### src/design/assert_macros.svh
// Assertion helpers; empty when synthesising.
`ifndef ASSERT_MACROS_SVH
`define ASSERT_MACROS_SVH

`ifndef SYNTHESIS

// Same-cycle implication.
`define ASSERT_IMPLIES(lbl, clk, rst_n, ante, cons) \
    lbl: assert property (@(posedge clk) disable iff (!(rst_n)) (ante) |-> (cons)) \
        else $error("assertion failed");

// Next-cycle implication.
`define ASSERT_NEXT(lbl, clk, rst_n, ante, cons) \
    lbl: assert property (@(posedge clk) disable iff (!(rst_n)) (ante) |=> (cons)) \
        else $error("assertion failed");

// Fixed-delay implication.
`define ASSERT_DELAY(lbl, clk, rst_n, ante, dly, cons) \
    lbl: assert property (@(posedge clk) disable iff (!(rst_n)) \
        (ante) |-> ##(dly) (cons)) else $error("assertion failed");

`else

`define ASSERT_IMPLIES(lbl, clk, rst_n, ante, cons)
`define ASSERT_NEXT(lbl, clk, rst_n, ante, cons)
`define ASSERT_DELAY(lbl, clk, rst_n, ante, dly, cons)

`endif

`endif

### src/design/eluact_round_clip.sv
`include "assert_macros.svh"

module eluact_round_clip #(
    parameter int IN_W       = 32,
    parameter int DATA_WIDTH = 16,
    parameter int FRAC_BITS  = 10
) (
    input  logic                         i_clk,
    input  logic                         i_rst_n,
    input  logic                         i_valid,
    input  logic signed [IN_W-1:0]       i_prod,
    output logic                         o_valid,
    output logic signed [DATA_WIDTH-1:0] o_value,
    output logic                         o_sat
);
    // extra headroom so the half-LSB add and the shift never overflow
    localparam int EXT_W = IN_W + FRAC_BITS + 2;
    localparam logic signed [EXT_W-1:0] HALF = EXT_W'(64'd1 << (FRAC_BITS - 1));
    localparam logic signed [EXT_W-1:0] MAXV = EXT_W'((64'd1 << (DATA_WIDTH - 1)) - 64'd1);
    localparam logic signed [EXT_W-1:0] MINV = ~MAXV;

    logic signed [EXT_W-1:0] n_sum;
    logic signed [EXT_W-1:0] n_shr;
    logic                    n_hi;
    logic                    n_lo;

    logic                         r_valid;
    logic signed [DATA_WIDTH-1:0] r_value;
    logic                         r_sat;

    // round half up, then clip
    always_comb begin
        n_sum = EXT_W'(i_prod) + HALF;
        n_shr = n_sum >>> FRAC_BITS;
        n_hi  = n_shr > MAXV;
        n_lo  = n_shr < MINV;
    end

    always_ff @(posedge i_clk) begin
        if (!i_rst_n) begin
            r_valid <= 1'b0;
        end else begin
            r_valid <= i_valid;
        end
    end

    always_ff @(posedge i_clk) begin
        if (n_hi) begin
            r_value <= MAXV[DATA_WIDTH-1:0];
        end else if (n_lo) begin
            r_value <= MINV[DATA_WIDTH-1:0];
        end else begin
            r_value <= n_shr[DATA_WIDTH-1:0];
        end
        r_sat <= n_hi | n_lo;
    end

    assign o_valid = r_valid;
    assign o_value = r_value;
    assign o_sat   = r_sat;

endmodule

### config.mk
export PLATFORM = sky130hd
export DESIGN_NAME = eluact_round_clip
export DESIGN_NICKNAME = d
export VERILOG_FILES = /design/src/design/eluact_round_clip.sv
export VERILOG_INCLUDE_DIRS = /design/src /design/src/design
export SDC_FILE = /design/constraint.sdc
export NUM_CORES = 1
export LEC_CHECK = 0
export ABC_AREA = 1
export BUFFER_PORTS_ARGS = -buffer_cell sky130_fd_sc_hd__buf_2
export CAP_MARGIN = 0
export CELL_PAD_IN_SITES_DETAIL_PLACEMENT = 1
export CELL_PAD_IN_SITES_GLOBAL_PLACEMENT = 1
export CORE_MARGIN = 4
export CORE_UTILIZATION = 31
export DETAILED_ROUTE_END_ITERATION = 8
export HOLD_SLACK_MARGIN = 0.12
export PLACE_DENSITY_LB_ADDON = 0.1
export SKIP_CTS_REPAIR_TIMING = 1
export SLEW_MARGIN = 20
export SYNTH_ARGS = -nofsm -noshare
export SYNTH_HDL_FRONTEND = slang
export SYNTH_SLANG_ARGS = --single-unit
### constraint.sdc
create_clock -name i_clk -period 2 [get_ports i_clk]
set_input_delay 0.1 -clock i_clk [delete_from_list [all_inputs] [get_ports i_clk]]
set_output_delay 0.1 -clock i_clk [all_outputs]
set_load 0.1 [all_outputs]
==> metrics.cfg <==
[logic_synthesis]
seq_area_frac_synth=0.292
ys_ff_latch=18
synth_cell_type_count=20
synth_cells=190
syn-num-nets=226
ys_top_cells_by_area=dfxtp_1 29%, nand2_1 23%, inv_1 6.4%
synth.avg_cell_area_um2=6.49
syn_area_um2=1230
synth_top_area_cell=dfxtp_1
yosysWarnings=0
synth_top_cell_area_share=0.292

[place]
gp_congestion=0.847
io_buffers=43
dpl.hpwl_um=3060

[cts]
h-tree-depth=1
clkTransAtPathRegs_ns=0.06
cts_sinks=18
cts_buffers=3
cts_tree=built
cts-root-buf=clkbuf_8
clock_path_buffers=2

[global_routing]
antenna_found_initial=0
grt_pass1_wl_um=5830
overflow=0
gr-usage-all-layers=0.143
grt_start_max_net_pins=17
grt_pass1_vias=1306

[detailed_routing]
antenna_left=0
routed_via_density=4.51
dr_total_vias=1289
wl_per_cell_um=12.0
remaining_drc_errors=0
drtPass1Iterations=4
drt-total-wl_um=3430
drtIter0Drc=57

[sta]
fmax_mhz=678
rsz0062_at_grt=false
setup_viol=0
finalCritPeriodShare=0.737
timing.slew.headroom=0.672
period_needed_ns=1.47
hold_viol_final=0
tightest_slew_ns=0.495
finalSetupTns_ns=0
slew_violations=0

[layout]
area_growth_pct=27.2
diodes=0
fill_cells=538
multi_input_area_um2=767
final_nets=275
final_cell_mix=75 x nand2_1, 43 x buf_2, 21 x inv_1, 18 x dfxtp_1, 16 x nor2_1
seqCellArea_um2=360
drive_gt1_frac=0.294
final_common_cell=nand2_1

[power_and_ir_drop]
sequentialPowerShare=0.379
vdd.ir_drop.worst_uv=275
p_per_area_nw_per_um2=655
power_w=0.00103
switching_share=0.385
power_frac_comb=0.349
pwr-share-clk=0.272
leakage_nw=0.784
p_switching_w=0.000395
internal-power_w=0.000632

[floorplan]
die_w_um=71.1
die_h_um=71.1
coreArea_um2=3740
dieArea_um2=5050
rows=22
ioPinCount=53
initial_core_util=0.329

[worst_setup_path]
crit_required_ns=2.19
crit_type=input port to flop
arrival_ns=1.66
critical_path.endpoint_type=flop
cp_max_fo=16
cp-start-kind=input port

[hold_path]
hold_path.class=input port to flop

[outcome]
status=complete, no violations

[job]
cap_violations=0

-- area by class of cell --
cell class / instances / area share
well taps: 48 / 0.0383
inverters: 22 / 0.0527
repair buffers: 46 / 0.155
multi-input cells: 148 / 0.489
flip-flops and latches: 18 / 0.230
clock buffers: 4 / 0.0351
-- power groups by stage --
stage               combinational, W  sequential, W  clock [W]
detailed placement          0.000357       0.000397          0
finish                      0.000358       0.000389   0.000279
CTS                         0.000358       0.000389   0.000284
global placement            0.000352       0.000396          0
floorplan                  0.0000888       0.000580          0
global route                0.000383       0.000391   0.000303
-- through the flow --
| stage | util | hold slack [ns] | instance area [um^2] | setup slack (ns) | instances |
|---|---|---|---|---|---|
| after floorplan | - | 0.193 | 1230 | 0.589 | 190 |
| after global routing | 0.419 | 0.202 | 1570 | 0.355 | 286 |
| final | 0.419 | 0.190 | 1570 | 0.526 | 286 |
| after global placement | 0.399 | 0.279 | 1490 | 0.328 | 280 |
| after detailed placement | 0.399 | 0.299 | 1490 | 0.259 | 280 |
| after CTS | 0.413 | 0.0444 | 1550 | 0.503 | 284 |
-- cells by family (layout without fill, tap and decap cells) --
family          after synthesis  in the layout  synth area share
compound gates                2              2            0.0102
xor+xnor                     14             14            0.0995
fa+ha+maj                     1              1            0.0102
buf+inv                      24             72            0.0853
flops                        18             18             0.292
simple gates                131            131             0.503
-- synth_stat cells, drive strengths merged --
library cell and instances:
xnor2 6, dfxtp 18, buf 2, ha 1
o21ai 1, nand4 8, o21bai 1, xor2 8
nand3 10, nand2 84, nor2 27, nand3b 1
inv 22, nor3 1
-- metal layers --
metal | global-route usage | routed length (um)
met1 | 0.179 | 1590
met2 | 0.247 | 1650
met3 | 0.0284 | 170
met4 | 0.0376 | 17
met5 | 0 | 0
-- state kept, by name, summed over array words and instances (netlist names) --
register	count
o_value	16
o_valid	1
o_sat	1
-- critical path, cell delays in order --
cell and delay [ns]:
buf_2 0.09, ha_1 0.21, nand2_1 0.08, nor2_2 0.13, nand2_2 0.08, nor2_4 0.19, nand3_1 0.09, nand2_1 0.11
nand2_1 0.08, nor2_2 0.12, nand2_2 0.07, nand2_4 0.15, nand2_1 0.09, nand2_1 0.07
-- path summary, 6_finish.rpt --
path | start | end | cells after the start
max | i_prod[9] | o_value[12] | 14
min | i_prod[15] | o_value[5] | 4
Note: power is estimated with default switching activity, not from simulation.
